<file path="src/hdl/snbp_pkg.sv">
// Shared constants, types and helpers for the SMS notification byte parser.
`timescale 1ns / 1ps
`default_nettype none

package snbp_pkg;

    // Capacities of the captured fields.
    localparam int PHONE_CHARS  = 13;
    localparam int MESSAGE_MAX  = 32;
    localparam int LINE_MAX     = 256;
    localparam int PREFIX_CHARS = 3;

    // Counter widths follow the capacities.
    localparam int PHONE_CW = $clog2(PHONE_CHARS + 1);
    localparam int MSG_CW   = $clog2(MESSAGE_MAX + 1);
    localparam int LINE_CW  = $clog2(LINE_MAX + 1);

    // Byte values the parser looks for.
    localparam logic [7:0] QUOTE_BYTE = 8'h22;
    localparam logic [7:0] LF_BYTE    = 8'h0A;

    // Operation codes on the input channel.
    localparam logic OP_BYTE  = 1'b0;
    localparam logic OP_REARM = 1'b1;

    // Configuration register indexes.
    localparam logic CFG_LINE_MODE    = 1'b0;
    localparam logic CFG_STRIP_PREFIX = 1'b1;

    // Result kinds.
    localparam logic [2:0] KIND_PHONE_CHAR = 3'd0;
    localparam logic [2:0] KIND_MSG_CHAR   = 3'd1;
    localparam logic [2:0] KIND_MSG_DONE   = 3'd2;
    localparam logic [2:0] KIND_LINE_CHAR  = 3'd3;
    localparam logic [2:0] KIND_LINE_DONE  = 3'd4;

    typedef enum logic [3:0] {
        PH_WAIT_QUOTE = 4'b0001,
        PH_PHONE      = 4'b0010,
        PH_WAIT_LF    = 4'b0100,
        PH_MESSAGE    = 4'b1000
    } t_phase;

    typedef struct packed {
        logic [2:0] kind;
        logic [7:0] position;
        logic [7:0] char_out;
        logic [7:0] text_length;
        logic       overflowed;
    } t_result;

    // Length of stored text without its trailing CR, floored at zero and
    // saturated to eight bits.
    function automatic logic [7:0] text_len(input logic [15:0] count);
        logic [15:0] len;
        begin
            len = (count == 16'd0) ? 16'd0 : count - 16'd1;
            text_len = (len > 16'd255) ? 8'd255 : len[7:0];
        end
    endfunction

endpackage

`default_nettype wire

</file>
<file path="src/hdl/sms_notification_byte_parser.sv">
// Top level of the SMS notification byte parser with its output stage.
// A result is registered: it enters the output register, or the skid register while that is full and stalled.
// Throughput: one byte beat per cycle while the input is not stalled; the per-byte decision is a single level of
// compare and count logic ahead of a result register backed by one skid register.
// Input stall rises only while the skid register holds a waiting result.
// Reset (i_rst_n low, synchronous) clears the phase, counts, flags, configuration
// and both result valids; result payload registers are not reset.
`timescale 1ns / 1ps
`default_nettype none

module sms_notification_byte_parser
    import snbp_pkg::*;
(
    input  wire        i_clk,
    input  wire        i_rst_n,
    // Input channel
    input  wire        i_in_valid,
    output logic       o_in_stall,
    input  wire        i_op,
    input  wire  [7:0] i_rx_byte,
    // Result channel
    output logic       o_out_valid,
    input  wire        i_out_stall,
    output logic [2:0] o_kind,
    output logic [7:0] o_position,
    output logic [7:0] o_char_out,
    output logic [7:0] o_text_length,
    output logic       o_overflowed,
    // Configuration write channel
    input  wire        i_cfg_valid,
    output logic       o_cfg_ready,
    input  wire        i_cfg_index,
    input  wire        i_cfg_data
);

    // Configuration registers.
    logic r_line_mode;
    logic r_strip_prefix;

    // Parser state. SMS mode and line mode keep separate counters, but the
    // halted and overflow flags are shared between the two modes.
    t_phase              r_phase, n_phase;
    logic [PHONE_CW-1:0] r_phone_count, n_phone_count;
    logic [MSG_CW-1:0]   r_msg_count, n_msg_count;
    logic [LINE_CW-1:0]  r_line_count, n_line_count;
    logic                r_halted, n_halted;
    logic                r_ovf, n_ovf;

    // Output register and skid register.
    logic    r_out_valid, r_skid_valid;
    t_result r_out, r_skid;

    logic    w_accept;
    logic    w_res_valid;
    t_result w_res;
    logic    w_out_fire;

    // Configuration writes are always taken; the user must write only while idle, as the block does not enforce it.
    assign o_cfg_ready = 1'b1;

    // The input side stalls only while a result sits in the skid register,
    // so a new beat can still be taken while the output register is stalled.
    assign o_in_stall = r_skid_valid;
    assign w_accept   = i_in_valid && !r_skid_valid;
    assign w_out_fire = r_out_valid && !i_out_stall;

    // Per-byte decision: next state and the optional result for this beat.
    always_comb begin
        n_phase       = r_phase;
        n_phone_count = r_phone_count;
        n_msg_count   = r_msg_count;
        n_line_count  = r_line_count;
        n_halted      = r_halted;
        n_ovf         = r_ovf;
        w_res_valid   = 1'b0;
        w_res         = '0;

        if (i_op == OP_REARM) begin
            n_halted = 1'b0;
        end else if (r_halted) begin
            // Bytes are ignored until the block is rearmed.
        end else if (r_line_mode) begin
            if (i_rx_byte == LF_BYTE) begin
                w_res_valid       = 1'b1;
                w_res.kind        = KIND_LINE_DONE;
                w_res.text_length = text_len(16'(r_line_count));
                w_res.overflowed  = r_ovf;
                n_line_count      = '0;
                n_ovf             = 1'b0;
            end else if (r_line_count >= LINE_CW'(LINE_MAX)) begin
                n_ovf = 1'b1;
            end else begin
                w_res_valid      = 1'b1;
                w_res.kind       = KIND_LINE_CHAR;
                w_res.position   = 8'(r_line_count);
                w_res.char_out   = i_rx_byte;
                w_res.overflowed = r_ovf;
                n_line_count     = r_line_count + 1'b1;
            end
        end else begin
            unique case (r_phase)
                PH_WAIT_QUOTE: begin
                    if (i_rx_byte == QUOTE_BYTE) begin
                        n_phase = PH_PHONE;
                    end
                end
                PH_PHONE: begin
                    if (r_phone_count < PHONE_CW'(PHONE_CHARS)) begin
                        n_phone_count = r_phone_count + 1'b1;
                        // With stripping on, the country code is counted
                        // but not reported, and numbering restarts after it.
                        if (!r_strip_prefix) begin
                            w_res_valid    = 1'b1;
                            w_res.position = 8'(r_phone_count);
                        end else if (r_phone_count >= PHONE_CW'(PREFIX_CHARS)) begin
                            w_res_valid    = 1'b1;
                            w_res.position = 8'(r_phone_count) - 8'(PREFIX_CHARS);
                        end
                        w_res.kind       = KIND_PHONE_CHAR;
                        w_res.char_out   = i_rx_byte;
                        w_res.overflowed = r_ovf;
                    end else begin
                        // The byte after the number (the closing quote) is dropped.
                        n_phase = PH_WAIT_LF;
                    end
                end
                PH_WAIT_LF: begin
                    if (i_rx_byte == LF_BYTE) begin
                        n_phase = PH_MESSAGE;
                    end
                end
                PH_MESSAGE: begin
                    if (i_rx_byte == LF_BYTE) begin
                        w_res_valid       = 1'b1;
                        w_res.kind        = KIND_MSG_DONE;
                        w_res.text_length = text_len(16'(r_msg_count));
                        w_res.overflowed  = r_ovf;
                        n_phase           = PH_WAIT_QUOTE;
                        n_phone_count     = '0;
                        n_msg_count       = '0;
                        n_ovf             = 1'b0;
                        n_halted          = 1'b1;
                    end else if (r_msg_count >= MSG_CW'(MESSAGE_MAX)) begin
                        n_ovf = 1'b1;
                    end else begin
                        w_res_valid      = 1'b1;
                        w_res.kind       = KIND_MSG_CHAR;
                        w_res.position   = 8'(r_msg_count);
                        w_res.char_out   = i_rx_byte;
                        w_res.overflowed = r_ovf;
                        n_msg_count      = r_msg_count + 1'b1;
                    end
                end
                default: begin
                    n_phase = PH_WAIT_QUOTE;
                end
            endcase
        end
    end

    // Configuration and parser state.
    always_ff @(posedge i_clk) begin
        if (!i_rst_n) begin
            r_line_mode    <= 1'b0;
            r_strip_prefix <= 1'b0;
            r_phase        <= PH_WAIT_QUOTE;
            r_phone_count  <= '0;
            r_msg_count    <= '0;
            r_line_count   <= '0;
            r_halted       <= 1'b0;
            r_ovf          <= 1'b0;
        end else begin
            if (i_cfg_valid && o_cfg_ready) begin
                unique case (i_cfg_index)
                    CFG_LINE_MODE:    r_line_mode    <= i_cfg_data;
                    CFG_STRIP_PREFIX: r_strip_prefix <= i_cfg_data;
                    default: ;
                endcase
            end
            if (w_accept) begin
                r_phase       <= n_phase;
                r_phone_count <= n_phone_count;
                r_msg_count   <= n_msg_count;
                r_line_count  <= n_line_count;
                r_halted      <= n_halted;
                r_ovf         <= n_ovf;
            end
        end
    end

    // Output register with skid. A new result goes straight to the output
    // register when it is free or being emptied this cycle, otherwise it is
    // parked in the skid register, which refills the output next.
    always_ff @(posedge i_clk) begin
        if (!i_rst_n) begin
            r_out_valid  <= 1'b0;
            r_skid_valid <= 1'b0;
        end else if (r_skid_valid) begin
            if (w_out_fire) begin
                r_out_valid  <= 1'b1;
                r_skid_valid <= 1'b0;
            end
        end else if (w_accept && w_res_valid) begin
            if (!r_out_valid || w_out_fire) begin
                r_out_valid <= 1'b1;
            end else begin
                r_skid_valid <= 1'b1;
            end
        end else if (w_out_fire) begin
            r_out_valid <= 1'b0;
        end
    end

    always_ff @(posedge i_clk) begin
        if (r_skid_valid) begin
            if (w_out_fire) begin
                r_out <= r_skid;
            end
        end else if (w_accept && w_res_valid) begin
            if (!r_out_valid || w_out_fire) begin
                r_out <= w_res;
            end else begin
                r_skid <= w_res;
            end
        end
    end

    assign o_out_valid   = r_out_valid;
    assign o_kind        = r_out.kind;
    assign o_position    = r_out.position;
    assign o_char_out    = r_out.char_out;
    assign o_text_length = r_out.text_length;
    assign o_overflowed  = r_out.overflowed;

endmodule

`default_nettype wire

</file>
<file path="config.mk">
export PLATFORM = sky130hd
export DESIGN_NAME = sms_notification_byte_parser
export DESIGN_NICKNAME = d
export VERILOG_FILES = /design/src/hdl/snbp_pkg.sv /design/src/hdl/sms_notification_byte_parser.sv
export SDC_FILE = /design/constraint.sdc
export NUM_CORES = 1
export LEC_CHECK = 0
export BUFFER_PORTS_ARGS = -buffer_cell sky130_fd_sc_hd__buf_4
export CORE_UTILIZATION = 59
export DETAILED_ROUTE_END_ITERATION = 12
export PLACE_DENSITY_LB_ADDON = 0.15
export SYNTH_ARGS = -nofsm -noshare
export SYNTH_HDL_FRONTEND = slang
export SYNTH_SLANG_ARGS = --single-unit
</file>
<file path="constraint.sdc">
create_clock -name i_clk -period 4.6 [get_ports i_clk]
set_input_delay 0.23 -clock i_clk [delete_from_list [all_inputs] [get_ports i_clk]]
set_output_delay 0.23 -clock i_clk [all_outputs]
set_load 0.02 [all_outputs]
</file>
==> impl_metrics.py, run 1 <==
metrics = {
    "run_status": {
        "status": "finished, final reports clean",
    },
    "cells_and_area": {
        "drive_gt1_frac": 0.1814,
        "seqCellArea_mm2": 0.002262,
        "nNetsFinal": 502,
        "diodes": 0,
        "nFillCells": 555,
        "area_delta_synth_final_pct": 13.09,
        "multi_input_area_mm2": 0.001984,
    },
    "routing": {
        "wl_per_cell_um": 17.06,
        "vias": 3591,
        "drc": 0,
        "vias_per_cell": 6.149,
        "totalWireLength_mm": 9.964,
        "postRouteAntennaNets": 0,
        "dr.pass1.iters": 6,
        "drt_first_iter_violations": 349,
    },
    "clock_network": {
        "post_cts_buffers": 0,
        "clk_pin_slew_ns": 0.09,
        "root_buffer": "clkbuf_8",
        "cts_sinks": 85,
        "cts_hold_buf": 0,
        "cts_buffers": 9,
        "clock_latency_ns": 0.35,
        "cts_buffer_depth": 2,
        "cts_resized": 0,
        "h-tree-depth": 3,
        "cts_tree": "done",
    },
    "floorplanning": {
        "io_pins": 47,
        "initial_core_util": 0.6117,
        "die-area_mm2": 0.007870,
        "core-area_mm2": 0.007253,
        "die_h_um": 88.72,
        "row_count": 31,
        "die_x_um": 88.72,
    },
    "critical_path": {
        "rr_worst_depth": 6,
        "worstPathArrival_ns": 3.06,
        "cp-start-kind": "register",
        "path_max_fanout": 26,
        "cp-end-kind": "register",
        "critPathRequiredTime_ns": 4.84,
        "path_class": "reg -> reg",
    },
    "worst_hold_path": {
        "hp-class": "in -> reg",
        "min_path_cells": 2,
    },
    "grt": {
        "grt.busiest_layer": "met2",
        "grt_use_total": 0.2693,
        "grt_pass1_vias": 3228,
        "grt_max_degree": 29,
        "met3_usage": 0.04291,
        "overflow": 0,
        "grt_pass1_wl_mm": 15.97,
        "grt_util_met1": 0.3743,
        "antenna_found_initial": 0,
        "grtUsageMet2": 0.4280,
    },
    "place": {
        "gp_congestion": 0.9303,
        "port_buffers": 45,
        "dpl.hpwl_mm": 7.077,
    },
    "synthesis": {
        "synth_fp_nets": 468,
        "synth_seq_cells": 85,
        "ys_seq_area_frac": 0.5099,
        "yosysUniqueCellTypes": 64,
        "ys_async_sr_fraction": 0,
        "syn_inst": 446,
        "syn-cell-area_mm2": 0.004437,
        "yosys_warnings": 0,
        "synth_edf_count": 56,
        "yosys_most_used_dff": "edfxtp_1",
        "syn_avg_cell_area_um2": 9.948,
    },
    "sta": {
        "setup_viol": 0,
        "slew_violations": 0,
        "clock_skew_ns": 0.009637,
        "rsz0062_at_grt": "false",
        "fmax_mhz": 355.0,
        "fin_tns_setup_ns": 0,
        "hold_viol_final": 0,
        "hold_slack_ns": 0.09697,
        "worstMarginPinSlew_ns": 1.123,
        "finalCritPeriodShare": 0.6124,
        "fin_crit_ns": 2.817,
        "relSlewSlack": 0.2409,
    },
    "run": {
        "maxCapViolations": 0,
    },
    "power_and_ir_drop": {
        "peakVddDrop_v": 0.0001377,
        "p_per_area_mw_per_mm2": 282.7,
        "p_leak_nw": 1.805,
    },
}
==> kinds of logic after synthesis <==
group	count (synthesis)	synth area share
AND/OR/NAND/NOR	176	0.2042
XOR/XNOR	21	0.04145
buffers and inverters	47	0.04427
adder cells (fa/ha/maj)	6	0.01692
AO/OA/AOI/OAI	96	0.1469
multiplexers	14	0.03553
other	1	0.0008452
flip-flops	85	0.5099
==> worst max-delay path: stages, from the launching register on <==
cell and delay [ns]:
dfxtp_1 0.31, buf_4 0.21, nor4b_1 0.94, nand2_1 0.28, a2111oi_4 0.52, nand3_2 0.13, mux2_4 0.31
==> cell type report <==
class                   instances  area share
clock inverters                 7     0.01446
inverters                      20     0.01496
repair buffers                 50     0.07481
multi-input cells             314      0.3955
clock buffers                   9     0.02469
well taps                      99     0.02469
flip-flops and latches         85      0.4509
==> synthesized netlist by cell type (3+ instances only) <==
cell type | number | area (um2)
o31ai_1 | 7 | 52.55
xor2_1 | 10 | 87.58
xnor2_1 | 11 | 96.34
a31oi_1 | 5 | 31.28
inv_1 | 19 | 71.32
o22ai_1 | 6 | 37.54
nor4b_1 | 7 | 61.31
mux2i_1 | 3 | 30.03
a211oi_1 | 5 | 37.54
nand4_1 | 7 | 43.79
a21oi_1 | 21 | 105.1
a21boi_0 | 3 | 22.52
or3_1 | 3 | 18.77
nor2_1 | 45 | 168.9
mux2_2 | 10 | 112.6
nand3b_1 | 3 | 22.52
and2_1 | 3 | 18.77
nor3_1 | 14 | 70.07
ha_1 | 6 | 75.07
clkbuf_1 | 22 | 82.58
nor2b_1 | 4 | 25.02
o21ai_0 | 19 | 95.09
edfxtp_1 | 56 | 1682
nand2_1 | 51 | 191.4
o221ai_1 | 3 | 26.28
dfxtp_1 | 29 | 580.6
and3_1 | 6 | 37.54
a32o_1 | 3 | 30.03
nand2b_1 | 3 | 18.77
nand3_1 | 11 | 55.05
or4b_2 | 3 | 30.03
o21a_1 | 4 | 30.03
==> state kept, by name, indices dropped and copies added (netlist names) <==
signal and count:
o_overflowed 1, o_text_length 8, r_strip_prefix 1, o_kind 3, r_phone_count 4, o_in_stall 1
r_halted 1, r_skid 28, r_msg_count 6, r_phase 4, o_position 8, o_char_out 8
r_line_mode 1, r_line_count 9, o_out_valid 1, r_ovf 1
==> layout by cell type (no fill, tap or decap), types with 3 or more instances in the layout <==
cell type and count:
a211oi_1 5, a21oi_1 21, a31oi_1 5, a32o_1 3
and2_1 3, and3_1 6, buf_4 50, clkbuf_8 9
dfxtp_1 29, edfxtp_1 56, ha_1 6, inv_1 19
mux2_2 10, mux2i_1 3, nand2_1 51, nand2b_1 3
nand3_1 11, nand3b_1 3, nand4_1 7, nor2_1 44
nor2b_1 4, nor3_1 14, nor4b_1 7, o21a_1 4
o21ai_0 19, o221ai_1 3, o22ai_1 6, o31ai_1 7
or3_1 3, or4b_2 3, xnor2_1 11, xor2_1 10
==> metrics by stage <==
stage / utilization / total power [mW] / worst slack [ns] / cell area, um2 / instances
floorplan: - / 0.8721 / 0.3133 / 4437 / 446
global route: 0.6917 / 1.459 / 1.591 / 5017 / 584
CTS: 0.6917 / 1.420 / 1.858 / 5017 / 584
global placement: 0.6647 / 0.9001 / 1.875 / 4821 / 568
finish: 0.6917 / 1.418 / 1.783 / 5017 / 584
detailed placement: 0.6647 / 0.9011 / 1.837 / 4821 / 568
==> metal layers <==
layer	routed length, um	vias to the layer above
li1	-	1705
met1	4394	1685
met2	4623	183
met3	779	18
met4	167	0
met5	0	-
==> final timing paths <==
kind,start,to,slack [ns]
setup / recovery,o_in_stall,r_phone_count[3],1.78
hold reg to reg,r_ovf,r_ovf,0.49
setup reg to reg,o_in_stall,r_phone_count[3],1.78
hold / removal,i_op,r_halted,0.1
==> report_power, final <==
group | internal (mW) | switching [mW]
registers | 0.809 | 0.00452
clock network | 0.253 | 0.280
logic | 0.0271 | 0.0443
total | 1.09 | 0.329
(Power assumes the default switching activity.)
==> inputs of run 2 (changes only) <==
==> constraint.sdc (replaced) <==
create_clock -name i_clk -period 2.6 [get_ports i_clk]
set_input_delay 0.13 -clock i_clk [delete_from_list [all_inputs] [get_ports i_clk]]
set_output_delay 0.13 -clock i_clk [all_outputs]
set_load 0.02 [all_outputs]
==> run 2 against run 1 <==
Net effect:
- die area did not move
- clock power rose by 99%
- via count rose by 1.4%
- flip-flop and latch count did not move
- total power rose by 86%
- critical endpoint is now o_text_length[4]
==> impl_metrics.py, run 2 (same netlist as run 1, synthesis figures left out) <==
metrics = {
    "power_and_ir_drop": {
        "swShare": 0.2251,
        "peakVddDrop_v": 0.0002979,
        "comb_power_share": 0.053,
        "p_per_area_mw_per_mm2": 496.8,
        "power_mw": 2.637,
        "seqPwrFrac": 0.544,
        "switching_power_uw": 593.5,
        "p_int_mw": 2.043,
        "power_frac_clock": 0.403,
        "p_leak_nw": 1.969,
    },
    "sta": {
        "slew_violations": 0,
        "hold_viol_final": 0,
        "fmax_mhz": 420.8,
        "clock_skew_ns": 0.01244,
        "setup_ws_ns": 0.2237,
        "rsz0062_at_grt": "false",
        "relSlewSlack": 0.5907,
        "setup_viol": 0,
        "worstMarginPinSlew_ns": 0.6098,
        "fin_tns_setup_ns": 0,
        "fin_crit_ns": 2.376,
        "finalCritPeriodShare": 0.9140,
    },
    "floorplanning": {
        "initial_core_util": 0.6117,
        "die_h_um": 88.72,
        "row_count": 31,
        "io_pins": 47,
        "die_x_um": 88.72,
        "die-area_mm2": 0.007870,
        "core-area_mm2": 0.007253,
    },
    "routing": {
        "wl_per_cell_um": 16.63,
        "totalWireLength_mm": 10.08,
        "drc": 0,
        "postRouteAntennaNets": 0,
        "vias_per_cell": 6.008,
        "dr.pass1.iters": 5,
        "vias": 3641,
        "drt_first_iter_violations": 367,
    },
    "clock_network": {
        "root_buffer": "clkbuf_8",
        "cts_buffer_depth": 2,
        "cts_buffers": 9,
        "h-tree-depth": 3,
        "cts_tree": "done",
        "cts_sinks": 85,
        "clk_pin_slew_ns": 0.09,
        "clock_latency_ns": 0.36,
    },
    "run_status": {
        "status": "finished, final reports clean",
    },
    "cells_and_area": {
        "diodes": 0,
        "finalInstanceArea_mm2": 0.005308,
        "nNetsFinal": 524,
        "drive_gt1_frac": 0.2209,
        "area_delta_synth_final_pct": 19.63,
        "final_common_cell": "buf_4",
        "nFillCells": 533,
        "seqCellArea_mm2": 0.002262,
        "layout_common_cells": "67 x buf_4, 56 x edfxtp_1, 51 x nand2_1",
        "layout_top_registers": "r_skid x28, r_line_count x9",
        "multi_input_area_mm2": 0.002041,
        "largest_reg_flops": 28,
        "regMostFlops": "r_skid",
    },
    "grt": {
        "antenna_found_initial": 0,
        "grt_pass1_vias": 3213,
        "grt_max_degree": 29,
        "grt_pass1_wl_mm": 16.11,
        "overflow": 0,
        "grt_use_total": 0.2707,
    },
    "worst_hold_path": {
        "hold_start": "i_cfg_data",
        "hp-class": "in -> reg",
        "min_path_cells": 3,
    },
    "critical_path": {
        "path_max_fanout": 6,
        "critPathRequiredTime_ns": 2.72,
        "path_class": "reg -> reg",
        "rr_worst_depth": 7,
        "cp-end-kind": "register",
        "cp-start-kind": "register",
        "startpoint": "r_line_count[0]",
        "worstPathArrival_ns": 2.49,
        "r2r-start": "r_line_count[0]",
    },
    "place": {
        "dpl.hpwl_mm": 7.079,
        "port_buffers": 45,
        "gp_congestion": 0.9183,
        "dp_slack_ns": 0.1271,
        "placed_cell_area_mm2": 0.005015,
    },
    "run": {
        "maxCapViolations": 0,
    },
}
[run 2: stage by stage]
step	instances	hold slack, ns	util
2_1_floorplan	446	0.2062	-
3_3_place_gp	586	0.3502	0.6914
3_5_place_dp	586	0.3590	0.6914
4_1_cts	604	0.02496	0.7261
5_1_grt	606	0.03134	0.7318
6_report	606	0.02619	0.7318
[run 2: final timing paths]
path | to | slack (ns)
max reg2reg | o_text_length[4] | 0.22
max | o_text_length[4] | 0.22
min | r_line_mode | 0.03
min reg2reg | r_ovf | 0.48
[run 2: area by class of cell]
class	instances	area share
clock buffer	9	0.02334
clock inverter	7	0.02027
inverter	20	0.01414
multi-input combinational	314	0.3845
sequential	85	0.4262
tap	99	0.02334
timing repair buffer	72	0.1082
[run 2: per-layer routing]
layer | part of all wire | global-route usage
met1 | 0.46 | 0.3840
met2 | 0.47 | 0.4210
met3 | 0.059 | 0.05317
met4 | 0.019 | 0.08211
met5 | 0 | 0
[run 2: critical path: stages, from the launching register on]
cell and delay [ns]:
dfxtp_1 0.33, inv_1 0.09, ha_1 0.23, or4b_4 0.52, o41ai_4 0.34, buf_4 0.21, o22ai_1 0.12, mux2_2 0.30
[run 2: power by group through the flow]
stage | sequential (mW) | combinational [mW] | clock (mW)
after floorplan | 1.47 | 0.0719 | 0
after global placement | 1.47 | 0.132 | 0
after detailed placement | 1.47 | 0.134 | 0
after CTS | 1.44 | 0.137 | 1.07
after global routing | 1.44 | 0.153 | 1.13
final | 1.44 | 0.140 | 1.06
[run 2: what timing repair did]
item,CTS,global route
setup buffers,0,1
hold buffers,2,0
endpoints found under the setup margin,0,2
hold endpoints to repair,2,0
resized for setup,0,3
